$ cat src/eplm_pkg.sv
// ----------------------------------------------------------------------------
// eplm_pkg
// Shared types and constants of the edge pair latency meter: opcodes,
// frame types, register indexes, reset values and the configuration bundle.
// ----------------------------------------------------------------------------
package eplm_pkg;

    // Field widths
    localparam int unsigned STAMP_W   = 32;
    localparam int unsigned OP_W      = 3;
    localparam int unsigned FTYPE_W   = 2;
    localparam int unsigned TMO_W     = 26;
    localparam int unsigned CLK_W     = 29;
    localparam int unsigned CFG_IDX_W = 2;

    // Input opcodes
    localparam logic [OP_W-1:0] OP_STIM    = 3'd0;
    localparam logic [OP_W-1:0] OP_RESP    = 3'd1;
    localparam logic [OP_W-1:0] OP_TICK    = 3'd2;
    localparam logic [OP_W-1:0] OP_REARM   = 3'd3;
    localparam logic [OP_W-1:0] OP_START   = 3'd4;

    // Frame types
    localparam logic [FTYPE_W-1:0] FRM_SAMPLE    = 2'd0;
    localparam logic [FTYPE_W-1:0] FRM_TMO       = 2'd1;
    localparam logic [FTYPE_W-1:0] FRM_BAD_ORDER = 2'd2;
    localparam logic [FTYPE_W-1:0] FRM_DROP      = 2'd3;

    // Register indexes
    localparam logic [CFG_IDX_W-1:0] CFG_HOLDOFF = 2'd0;
    localparam logic [CFG_IDX_W-1:0] CFG_TIMEOUT = 2'd1;
    localparam logic [CFG_IDX_W-1:0] CFG_MODE    = 2'd2;
    localparam logic [CFG_IDX_W-1:0] CFG_CLK_HZ  = 2'd3;

    // Register reset values
    localparam logic [STAMP_W-1:0] RST_HOLDOFF = 32'd150000;
    localparam logic [TMO_W-1:0]   RST_TIMEOUT = 26'd100000;
    localparam logic               RST_MODE    = 1'b0;
    localparam logic [CLK_W-1:0]   RST_CLK_HZ  = 29'd150000000;

    // Nanoseconds per tick times clock rate
    localparam logic [30:0] NS_SCALE = 31'd2000000000;

    // Configuration register bundle
    typedef struct packed {
        logic [STAMP_W-1:0] holdoff;
        logic [TMO_W-1:0]   tmo_limit;
        logic               mode;
        logic [CLK_W-1:0]   clock_hz;
    } t_cfg;

endpackage

$ cat src/eplm_cfg.sv
// ----------------------------------------------------------------------------
// eplm_cfg
// Configuration register file; write-only, keeps the low bits of each
// register's width.
// ----------------------------------------------------------------------------
module eplm_cfg (
    input  logic                             i_clk,
    input  logic                             i_rst_n,
    input  logic                             i_cfg_we,
    input  logic [eplm_pkg::CFG_IDX_W-1:0]   i_cfg_idx,
    input  logic [eplm_pkg::STAMP_W-1:0]     i_cfg_wdata,
    output eplm_pkg::t_cfg                   o_cfg
);

    eplm_pkg::t_cfg r_cfg;
    eplm_pkg::t_cfg n_cfg;

    // Register write decode
    always_comb begin
        n_cfg = r_cfg;
        if (i_cfg_we) begin
            unique case (i_cfg_idx)
                eplm_pkg::CFG_HOLDOFF: n_cfg.holdoff = i_cfg_wdata;
                eplm_pkg::CFG_TIMEOUT: n_cfg.tmo_limit = i_cfg_wdata[eplm_pkg::TMO_W-1:0];
                eplm_pkg::CFG_MODE:    n_cfg.mode = i_cfg_wdata[0];
                eplm_pkg::CFG_CLK_HZ:  n_cfg.clock_hz = i_cfg_wdata[eplm_pkg::CLK_W-1:0];
                default:               n_cfg = r_cfg;
            endcase
        end
    end

    always_ff @(posedge i_clk) begin
        if (!i_rst_n) begin
            r_cfg.holdoff   <= eplm_pkg::RST_HOLDOFF;
            r_cfg.tmo_limit <= eplm_pkg::RST_TIMEOUT;
            r_cfg.mode      <= eplm_pkg::RST_MODE;
            r_cfg.clock_hz  <= eplm_pkg::RST_CLK_HZ;
        end else begin
            r_cfg <= n_cfg;
        end
    end

    assign o_cfg = r_cfg;

endmodule

$ cat src/eplm_div.sv
// ----------------------------------------------------------------------------
// eplm_div
// Tick to nanosecond converter: one multiply by the scale constant, then a
// bit-serial restoring division by the clock rate, one quotient bit a cycle.
// ----------------------------------------------------------------------------
module eplm_div (
    input  logic                          i_clk,
    input  logic                          i_rst_n,
    input  logic                          i_start,
    input  logic [30:0]                   i_ticks,
    input  logic [eplm_pkg::CLK_W-1:0]    i_clock_hz,
    output logic                          o_done,
    output logic [eplm_pkg::STAMP_W-1:0]  o_ns
);

    localparam logic [1:0] D_IDLE = 2'd0;
    localparam logic [1:0] D_MUL  = 2'd1;
    localparam logic [1:0] D_CHK  = 2'd2;
    localparam logic [1:0] D_RUN  = 2'd3;

    logic [1:0]                   r_phase, n_phase;
    logic [30:0]                  r_ticks, n_ticks;
    logic [61:0]                  r_prod, n_prod;
    logic [eplm_pkg::CLK_W-1:0]   r_rem, n_rem;
    logic [31:0]                  r_dq, n_dq;
    logic [4:0]                   r_cnt, n_cnt;
    logic                         r_done, n_done;

    logic [eplm_pkg::CLK_W:0]     w_trial;
    logic [eplm_pkg::CLK_W+1:0]   w_diff;
    logic                         w_sat;

    // One restoring step: shift in the next dividend bit, try to subtract
    assign w_trial = {r_rem, r_dq[31]};
    assign w_diff  = {1'b0, w_trial} - {2'b00, i_clock_hz};
    // Quotient overflows 32 bits when the high dividend word reaches the divisor
    assign w_sat   = r_prod[61:32] >= {1'b0, i_clock_hz};

    always_comb begin
        n_phase = r_phase;
        n_ticks = r_ticks;
        n_prod  = r_prod;
        n_rem   = r_rem;
        n_dq    = r_dq;
        n_cnt   = r_cnt;
        n_done  = 1'b0;
        unique case (r_phase)
            D_IDLE: begin
                if (i_start) begin
                    n_ticks = i_ticks;
                    n_phase = D_MUL;
                end
            end
            D_MUL: begin
                n_prod  = 62'(r_ticks) * 62'(eplm_pkg::NS_SCALE);
                n_phase = D_CHK;
            end
            D_CHK: begin
                if (w_sat) begin
                    n_dq    = '1;
                    n_done  = 1'b1;
                    n_phase = D_IDLE;
                end else begin
                    n_rem   = r_prod[32 +: eplm_pkg::CLK_W];
                    n_dq    = r_prod[31:0];
                    n_cnt   = 5'd31;
                    n_phase = D_RUN;
                end
            end
            D_RUN: begin
                if (!w_diff[eplm_pkg::CLK_W+1]) begin
                    n_rem = w_diff[eplm_pkg::CLK_W-1:0];
                    n_dq  = {r_dq[30:0], 1'b1};
                end else begin
                    n_rem = w_trial[eplm_pkg::CLK_W-1:0];
                    n_dq  = {r_dq[30:0], 1'b0};
                end
                n_cnt = r_cnt - 5'd1;
                if (r_cnt == 5'd0) begin
                    n_done  = 1'b1;
                    n_phase = D_IDLE;
                end
            end
            default: n_phase = D_IDLE;
        endcase
    end

    always_ff @(posedge i_clk) begin
        if (!i_rst_n) begin
            r_phase <= D_IDLE;
            r_done  <= 1'b0;
        end else begin
            r_phase <= n_phase;
            r_done  <= n_done;
        end
        r_ticks <= n_ticks;
        r_prod  <= n_prod;
        r_rem   <= n_rem;
        r_dq    <= n_dq;
        r_cnt   <= n_cnt;
    end

    assign o_done = r_done;
    assign o_ns   = r_dq;

endmodule

$ cat src/edge_pair_latency_meter.sv
// Result path: a dropped, timeout or order-error result is staged, then moved into the
// output register once it is free; a sample first passes the multiply and the 32-step
// divider (skipped when the latency saturates). Throughput: an item with no result is
// taken every cycle; an item with a result holds off the next until the output takes it.
// Reset (synchronous, active low) clears pending state, sequence count and output valid,
// and loads the register reset values.
// ----------------------------------------------------------------------------
// edge_pair_latency_meter
// Pairs stimulus and response edge timestamps into latency frames, with
// debounce, dropped, timeout and order error reporting.
// ----------------------------------------------------------------------------
module edge_pair_latency_meter (
    input  logic                           i_clk,
    input  logic                           i_rst_n,
    // configuration write port
    input  logic                           i_cfg_we,
    input  logic [eplm_pkg::CFG_IDX_W-1:0] i_cfg_idx,
    input  logic [31:0]                    i_cfg_wdata,
    // input items
    input  logic                           i_s_tvalid,
    output logic                           o_s_tready,
    input  logic [63:0]                    i_s_tdata,  // [31:0] timestamp, [63:32] time_us
    input  logic [2:0]                     i_s_tuser,  // [2:0] opcode
    // result items
    output logic                           o_m_tvalid,
    input  logic                           i_m_tready,
    output logic [127:0]                   o_m_tdata,  // [31:0] sequence_res,
                                                       // [63:32] stimulus_stamp,
                                                       // [95:64] response_stamp,
                                                       // [127:96] latency_ns
    output logic [2:0]                     o_m_tuser   // [1:0] frame_type, [2] channel_mode
);

    localparam logic [1:0] ST_IDLE = 2'd0;
    localparam logic [1:0] ST_DIV  = 2'd1;
    localparam logic [1:0] ST_WAIT = 2'd2;

    eplm_pkg::t_cfg w_cfg;

    // Control and measurement state
    logic [1:0]  r_state, n_state;
    logic        r_pending, n_pending;
    logic        r_have_prev, n_have_prev;
    logic [31:0] r_pstamp, n_pstamp;
    logic [31:0] r_pnum, n_pnum;
    logic [31:0] r_pstart, n_pstart;
    logic [31:0] r_prev, n_prev;
    logic [31:0] r_seq, n_seq;

    // Staged result
    logic [1:0]  r_res_type, n_res_type;
    logic        r_res_mode, n_res_mode;
    logic [31:0] r_res_seq, n_res_seq;
    logic [31:0] r_res_stim, n_res_stim;
    logic [31:0] r_res_resp, n_res_resp;
    logic [31:0] r_res_lat, n_res_lat;

    // Output register
    logic        r_out_valid, n_out_valid;
    logic [2:0]  r_out_user, n_out_user;
    logic [127:0] r_out_data, n_out_data;

    logic        w_accept;
    logic [2:0]  w_op;
    logic [31:0] w_ts;
    logic [31:0] w_now;
    logic [31:0] w_dt;
    logic        w_div_start;
    logic        w_div_done;
    logic [31:0] w_div_ns;
    logic        w_out_free;

    assign w_op       = i_s_tuser;
    assign w_ts       = i_s_tdata[31:0];
    assign w_now      = i_s_tdata[63:32];
    assign w_dt       = w_ts - r_pstamp;
    assign o_s_tready = (r_state == ST_IDLE);
    assign w_accept   = i_s_tvalid && o_s_tready;
    assign w_out_free = !r_out_valid || i_m_tready;

    eplm_cfg u_cfg (
        .i_clk       (i_clk),
        .i_rst_n     (i_rst_n),
        .i_cfg_we    (i_cfg_we),
        .i_cfg_idx   (i_cfg_idx),
        .i_cfg_wdata (i_cfg_wdata),
        .o_cfg       (w_cfg)
    );

    eplm_div u_div (
        .i_clk      (i_clk),
        .i_rst_n    (i_rst_n),
        .i_start    (w_div_start),
        .i_ticks    (w_dt[30:0]),
        .i_clock_hz (w_cfg.clock_hz),
        .o_done     (w_div_done),
        .o_ns       (w_div_ns)
    );

    // Item decode and sequencing
    always_comb begin
        n_state     = r_state;
        n_pending   = r_pending;
        n_have_prev = r_have_prev;
        n_pstamp    = r_pstamp;
        n_pnum      = r_pnum;
        n_pstart    = r_pstart;
        n_prev      = r_prev;
        n_seq       = r_seq;
        n_res_type  = r_res_type;
        n_res_mode  = r_res_mode;
        n_res_seq   = r_res_seq;
        n_res_stim  = r_res_stim;
        n_res_resp  = r_res_resp;
        n_res_lat   = r_res_lat;
        w_div_start = 1'b0;
        n_out_valid = r_out_valid && !i_m_tready;
        n_out_user  = r_out_user;
        n_out_data  = r_out_data;

        unique case (r_state)
            ST_IDLE: begin
                if (w_accept) begin
                    // every result reports the measurement open before this item
                    n_res_mode = w_cfg.mode;
                    n_res_seq  = r_pnum;
                    n_res_stim = r_pstamp;
                    n_res_resp = '0;
                    n_res_lat  = '0;
                    unique case (w_op)
                        eplm_pkg::OP_STIM: begin
                            // debounce against the previous accepted stimulus
                            if (!(r_have_prev && ((w_ts - r_prev) < w_cfg.holdoff))) begin
                                if (r_pending) begin
                                    n_res_type = eplm_pkg::FRM_DROP;
                                    n_state    = ST_WAIT;
                                end
                                n_prev      = w_ts;
                                n_have_prev = 1'b1;
                                n_pending   = 1'b1;
                                n_pstamp    = w_ts;
                                n_seq       = r_seq + 32'd1;
                                n_pnum      = r_seq + 32'd1;
                                n_pstart    = w_now;
                            end
                        end
                        eplm_pkg::OP_RESP: begin
                            if (r_pending) begin
                                n_pending  = 1'b0;
                                n_res_resp = w_ts;
                                if (w_dt[31]) begin
                                    n_res_type = eplm_pkg::FRM_BAD_ORDER;
                                    n_state    = ST_WAIT;
                                end else begin
                                    n_res_type  = eplm_pkg::FRM_SAMPLE;
                                    w_div_start = 1'b1;
                                    n_state     = ST_DIV;
                                end
                            end
                        end
                        eplm_pkg::OP_TICK: begin
                            if (r_pending && ((w_now - r_pstart) > 32'(w_cfg.tmo_limit))) begin
                                n_pending  = 1'b0;
                                n_res_type = eplm_pkg::FRM_TMO;
                                n_state    = ST_WAIT;
                            end
                        end
                        eplm_pkg::OP_REARM: begin
                            n_pending   = 1'b0;
                            n_have_prev = 1'b0;
                        end
                        eplm_pkg::OP_START: begin
                            n_pending   = 1'b0;
                            n_have_prev = 1'b0;
                            n_seq       = '0;
                        end
                        default: n_state = ST_IDLE;
                    endcase
                end
            end
            ST_DIV: begin
                if (w_div_done) begin
                    n_res_lat = w_div_ns;
                    n_state   = ST_WAIT;
                end
            end
            ST_WAIT: begin
                // move the staged result into the output register once it is free
                if (w_out_free) begin
                    n_out_valid = 1'b1;
                    n_out_user  = {r_res_mode, r_res_type};
                    n_out_data  = {r_res_lat, r_res_resp, r_res_stim, r_res_seq};
                    n_state     = ST_IDLE;
                end
            end
            default: n_state = ST_IDLE;
        endcase
    end

    always_ff @(posedge i_clk) begin
        if (!i_rst_n) begin
            r_state     <= ST_IDLE;
            r_pending   <= 1'b0;
            r_have_prev <= 1'b0;
            r_seq       <= '0;
            r_out_valid <= 1'b0;
        end else begin
            r_state     <= n_state;
            r_pending   <= n_pending;
            r_have_prev <= n_have_prev;
            r_seq       <= n_seq;
            r_out_valid <= n_out_valid;
        end
        r_pstamp   <= n_pstamp;
        r_pnum     <= n_pnum;
        r_pstart   <= n_pstart;
        r_prev     <= n_prev;
        r_res_type <= n_res_type;
        r_res_mode <= n_res_mode;
        r_res_seq  <= n_res_seq;
        r_res_stim <= n_res_stim;
        r_res_resp <= n_res_resp;
        r_res_lat  <= n_res_lat;
        r_out_user <= n_out_user;
        r_out_data <= n_out_data;
    end

    assign o_m_tvalid = r_out_valid;
    assign o_m_tuser  = r_out_user;
    assign o_m_tdata  = r_out_data;

`ifndef SYNTHESIS
    // divider finishes only while a sample is being converted
    a_div_done_in_div: assert property (@(posedge i_clk) disable iff (!i_rst_n)
        w_div_done |-> (r_state == ST_DIV))
        else $error("divider done outside conversion");

    // only samples carry a latency
    a_lat_zero: assert property (@(posedge i_clk) disable iff (!i_rst_n)
        (o_m_tvalid && (o_m_tuser[1:0] != eplm_pkg::FRM_SAMPLE)) |-> (o_m_tdata[127:96] == '0))
        else $error("non-sample frame with nonzero latency");

    // timeout and dropped frames carry no response stamp
    a_resp_zero: assert property (@(posedge i_clk) disable iff (!i_rst_n)
        (o_m_tvalid && ((o_m_tuser[1:0] == eplm_pkg::FRM_TMO) ||
                        (o_m_tuser[1:0] == eplm_pkg::FRM_DROP)))
        |-> (o_m_tdata[95:64] == '0))
        else $error("timeout or dropped frame with response stamp");

    // a start item zeroes the sequence and closes any measurement
    a_start_clears: assert property (@(posedge i_clk) disable iff (!i_rst_n)
        (w_accept && (w_op == eplm_pkg::OP_START)) |=> ((r_seq == '0) && !r_pending))
        else $error("start item did not clear state");
`endif

endmodule
$ cat config.mk
export PLATFORM = sky130hd
export DESIGN_NAME = edge_pair_latency_meter
export DESIGN_NICKNAME = d
export VERILOG_FILES = /design/src/eplm_pkg.sv /design/src/eplm_cfg.sv /design/src/eplm_div.sv /design/src/edge_pair_latency_meter.sv
export SDC_FILE = /design/constraint.sdc
export NUM_CORES = 2
export LEC_CHECK = 0
export BUFFER_PORTS_ARGS = -buffer_cell sky130_fd_sc_hd__buf_2
export CORE_ASPECT_RATIO = 0.75
export CORE_MARGIN = 1.5
export CORE_UTILIZATION = 52
export DETAILED_ROUTE_END_ITERATION = 16
export GPL_TIMING_DRIVEN = 0
export PLACE_DENSITY = 0.81
export SYNTH_ARGS = -nofsm -noshare
export SYNTH_HDL_FRONTEND = slang
export SYNTH_SLANG_ARGS = --single-unit
$ cat constraint.sdc
create_clock -name i_clk -period 8.39 [get_ports i_clk]
set_input_delay 0.4195 -clock i_clk [delete_from_list [all_inputs] [get_ports i_clk]]
set_output_delay 0.4195 -clock i_clk [all_outputs]
set_load 0.01 [all_outputs]
==> results.txt <==
- Root cell of the clock tree: clkbuf_16
- HPWL reported at the end of detailed placement: roughly 79 mm
- Power per cell area: between 150 and 200 mW/mm2
- The worst setup path is captured at a flop.
- After clock tree synthesis, the clock-pin slew on the worst setup and hold paths is 0.07 ns.
- In the routed layout, each cell is associated on average with a via count of around 5.5.
* Count of cells resized by post-cts repair: 0
* Congestion Overflow GR: 0
* Cell count along the critical path: 22
* Vias post-DR: 29100
- VDD IR max: 190 uV
* Finish-stage setup viols: 0
- In the finished design, the share of the clock period the worst path needs comes to between 90% and 100%.
* Post-synthesis async set-or-reset flop share: 0%
* FILL cells: approximately 6400
* Vertical extent of the die: about 250 um
- By area, the combinational part of the netlist is dominated by adder cells.
- Minimum setup slack among reg-to-reg paths: slightly below 0.7 ns
- The clock net in this run drives a total of between 600 and 700 sinks.
- TritonCTS created 61 clock buffers.
- The sequential cells in the finished layout cover a total of about 0.018 mm2.
- Synthesized flop and latch total: roughly 640
* CP Capture Point: u_div.r_prod[60]$_DFFE_PN_
- The number of max-slew violations in the final report was 0.
- EDFF count, synth: 507
- Share of post-route cells with drive strength above 1: 9.17%
- For this run, the detailed router's first-pass iteration total came to 5.
- Of the total synthesized cell area, the portion taken by XOR and XNOR cells is around 3.3%.
- The startpoint identified for the worst register-to-register timing path is u_div.r_ticks[4]$_DFFE_PP_.
- After floorplanning, the core was sized to cover 0.0803 mm2.
- Via count of the first global-routing pass: slightly below 30000
- After floorplanning, the core was divided into 90 placement rows.
- Wire per inst: 19.1 um
* Syn. warnings: 0
- The die is approximately 330 um wide.
- Broken down by cell family, the worst path's largest delay share belongs to adder cells.
* Fin Clk Skew: 0.0591 ns
- The initial utilization of the core area, before any placement, comes to approximately 52%.
- Initial antenna violation count: 6
* Sequential area share after synthesis: 42.2%
* Outcome: finished clean
- Synthesis handed over a netlist of roughly 3800 instances.
- The mapped netlist covers ~0.042 mm2.
- I/O Buffers: between 200 and 250
* Number of H-tree levels: 2
* Most frequent cell on the critical path: fa_1
- Ys flop type: edfxtp_1
* Crit. Startpoint: u_div.r_ticks[4]$_DFFE_PP_
- After detailed routing, the number of remaining DRC violations is 0.
- Library cell contributing the largest single delay on the critical path: edfxtp_1
- Syn Area/Cell: ~11 um2
* Final net count: approximately 5000
- Class of the tightest hold or removal check: input pin to flop
* Clk Latency, worst-skew pair: around 0.67 ns
- Setup repair after global routing left no endpoint under its margin.
- For this run, the top clock speed supported by timing is 130 MHz.
* Adder and majority cell fraction of the synthesized area: roughly 27%
- Number of cell instances on the worst register-to-register path: 22
* Maximum buffer depth of the clock tree: 3
- Crit path max fanout: 7
* Signed area change from the synthesized netlist to the final layout: 12.9%
- The first global-routing pass estimated 157 mm of wire.
* Worst flop-to-flop path endpoint: u_div.r_prod[60]$_DFFE_PN_
* Starting DRT DRC Count: ~2600
- Total Die Area: 0.0828 mm2
- In this design, the stage delay of the slowest critical-path cell is ~0.62 ns.
* Setup fix buffers added after clock tree synthesis: 0
- Data on the critical path is required at its endpoint by just under 9 ns.
- Critical path data arrival time: 8.10 ns
* Antenna Nets Post-Route: 0
- Final weighted congestion of routability-driven global placement: 0.957
* TritonCTS clock tree: built
- Headroom to the max-slew limit: 27.9%
* Syn nets: ~4600
- Final wirelength: 101 mm
- Mux share of post-synthesis cell area: less than 1%
* Critical path buffer and inverter count: 4
- Setup slack after placement: roughly 0.74 ns
- Critical path, cell by cell: inv_1 > fa_1 > fa_1 > fa_1 > fa_1 > fa_1 > inv_1 > fa_1 > inv_1 > fa_1 > inv_1 > ha_1 > and3_1 > and3_1 > nand2_1 > a211oi_1 > nor2_1 > o211a_1 > nor3_1 > and3_1 > o22ai_1 > xnor2_1
- For this design the top-level I/O count stands at 239.
* Shortest clock period the worst path allows after layout: 7.70 ns
- For the pin with the worst max-slew slack, the measured transition is ~1.1 ns.
* Compound-gate portion of the synthesized area: 11.1%
- Static leakage power: 20.6 nW
- Kind of critical path: flop to flop
- Total Power Consumption: between 0.007 and 0.008 W
- Fin. Hold Viols: 0
- The multi-input combinational cells in the finished layout cover a total of between 0.02 and 0.025 mm2.
- Category of the worst setup path launch point: flop
- Count of cell types in the netlist: 84
- Fraction of the mapped netlist area in simple logic gates: under 10%
* Max-cap violations: 0
- Min setup slack post-route: approximately 0.7 ns
- Pin count of the biggest net entering global routing: 61
- All-Layer GR Usage: between 20% and 30%
==> registers in the layout (all words and copies together) (netlist names), 5 cells and up <==
signal,count
o_m_tdata,128
r_res_stim,32
r_res_resp,32
u_div.r_cnt,5
r_pstart,32
r_seq,32
r_pnum,32
u_div.r_rem,29
u_div.o_ns,32
r_res_seq,32
u_div.r_ticks,31
r_prev,32
u_div.r_prod,52
r_res_lat,32
u_cfg.o_cfg,88
==> layer usage <==
metal | share of wire (%) | global-route usage (%) | up-vias
li1 | - | - | 13700
met1 | 43 | 34.1 | 14200
met2 | 46 | 38.1 | 1070
met3 | 8.1 | 5.05 | 169
met4 | 3.0 | 7.78 | 2
met5 | 0.0099 | 0 | -
==> cell families (layout without fill, tap and decap cells) <==
group / after synthesis / count (layout)
xor gates and xnor gates: 157 / 157
AOI/OAI and AO/OA: 707 / 707
buffers and inverters: 743 / 1169
other: 0 / 5
muxes: 12 / 12
DFF: 635 / 635
adders and majority gates: 743 / 743
and+or+nand+nor: 797 / 797
==> cells in the final DEF (no fill, tap or decap), types with 9 or more instances in the layout <==
master / synthesis / routed
nand2b_1: 24 / 24
dfxtp_1: 128 / 128
o21ai_0: 120 / 120
fa_1: 304 / 304
nor2_1: 171 / 170
o21bai_1: 16 / 16
a21oi_1: 196 / 196
dlygate4sd3_1: 0 / 66
xnor2_1: 106 / 106
a211o_1: 9 / 9
clkinvlp_4: 0 / 9
nor3_1: 39 / 39
nor2b_1: 48 / 45
o211ai_1: 34 / 34
or3_1: 9 / 9
o21a_1: 36 / 35
and3_1: 29 / 29
nand2_1: 281 / 281
clkbuf_1: 76 / 81
nand3_1: 49 / 49
a211oi_1: 21 / 21
clkbuf_16: 0 / 61
clkinv_2: 0 / 11
a31oi_1: 12 / 12
a21o_1: 84 / 83
nand4_1: 28 / 28
inv_1: 654 / 654
edfxtp_1: 507 / 507
clkinv_1: 1 / 11
xor2_1: 51 / 51
a21boi_0: 85 / 85
o31ai_1: 14 / 14
buf_2: 9 / 247
mux2i_1: 11 / 11
ha_1: 439 / 439
and2_1: 80 / 80
==> where the power goes <==
group	internal, W	total (W)	switching [W]
Clock	0.00157	0.00282	0.00126
Sequential	0.00349	0.00352	0.0000295
Combinational	0.000332	0.000832	0.000499
Total	0.00539	0.00717	0.00179
==> Yosys cell counts, drive strengths merged (7+ instances only) <==
| library cell | number | area (um2) |
|---|---|---|
| o21bai | 16 | 120 |
| a211oi | 21 | 158 |
| mux2i | 11 | 110 |
| a31oi | 13 | 87.6 |
| and3 | 30 | 189 |
| edfxtp | 507 | 15200 |
| a211o | 9 | 78.8 |
| o21a | 36 | 270 |
| inv | 654 | 2450 |
| xor2 | 51 | 447 |
| ha | 439 | 5490 |
| nor2b | 48 | 300 |
| nand2 | 281 | 1050 |
| dfxtp | 128 | 2560 |
| and4 | 9 | 81.3 |
| a2111oi | 9 | 123 |
| o211ai | 35 | 268 |
| nand2b | 24 | 150 |
| nor3 | 40 | 205 |
| xnor2 | 106 | 928 |
| o31ai | 15 | 118 |
| o21ai | 125 | 629 |
| a21o | 84 | 631 |
| a21boi | 85 | 638 |
| buf | 12 | 63.8 |
| or3 | 9 | 56.3 |
| nand3 | 49 | 245 |
| a21oi | 200 | 1020 |
| o22ai | 7 | 43.8 |
| nand4 | 28 | 175 |
| nor2 | 171 | 642 |
| clkbuf | 76 | 285 |
| and2 | 80 | 500 |
| fa | 304 | 6090 |
==> worst min-delay path: stages <==
cell	delay, ns
buf_2	0.10
nand2_1	0.04
a21boi_0	0.08
==> cell type report <==
type / count / share of cell area, %
plain buffers: 88 / 0.752
inverters: 655 / 5.17
clock buffers: 69 / 3.27
diodes: 5 / 0.0263
multi-input cells: 2416 / 45.4
repair buffers: 311 / 4.23
well taps: 1058 / 2.78
clock inverters: 46 / 1.03
flip-flops and latches: 635 / 37.4
==> worst min-delay path by stage <==
| stage | cells after the start | from | slack, ns | end |
|---|---|---|---|---|
| global placement | 0 | r_res_seq[21]$_DFFE_PP_ | 0.40 | o_m_tdata[21]$_DFFE_PP_ |
| global route | 3 | i_cfg_wdata[31] | 0.02 | u_cfg.o_cfg[87]$_SDFFE_PN0P_ |
| finish | 3 | i_cfg_wdata[31] | 0.04 | u_cfg.o_cfg[87]$_SDFFE_PN0P_ |
| detailed placement | 0 | r_res_lat[19]$_SDFFCE_PN0P_ | 0.40 | o_m_tdata[115]$_DFFE_PP_ |
| floorplan | 0 | r_res_seq[0]$_DFFE_PP_ | 0.40 | o_m_tdata[0]$_DFFE_PP_ |
| CTS | 3 | i_cfg_wdata[31] | 0.0003 | u_cfg.o_cfg[87]$_SDFFE_PN0P_ |
==> per-stage QoR <==
step	setup TNS (ns)	cell area (um2)	util, %	std cells	hold WS (ns)
2_1_floorplan	0	42100	-	3794	0.400
3_3_place_gp	-494.83	44700	55.6	5090	0.401
3_5_place_dp	0	44900	55.9	5097	0.405
4_1_cts	0	47600	59.2	5278	0.000311
5_1_grt	0	47600	59.3	5281	0.0216
6_report	0	47600	59.3	5283	0.0395
==> repair_timing <==
action                                  CTS  global route
hold endpoints to repair                 66             0
endpoints found under the setup margin    0             0
hold buffers                             66             0
Power figures use the tool's default switching activity.
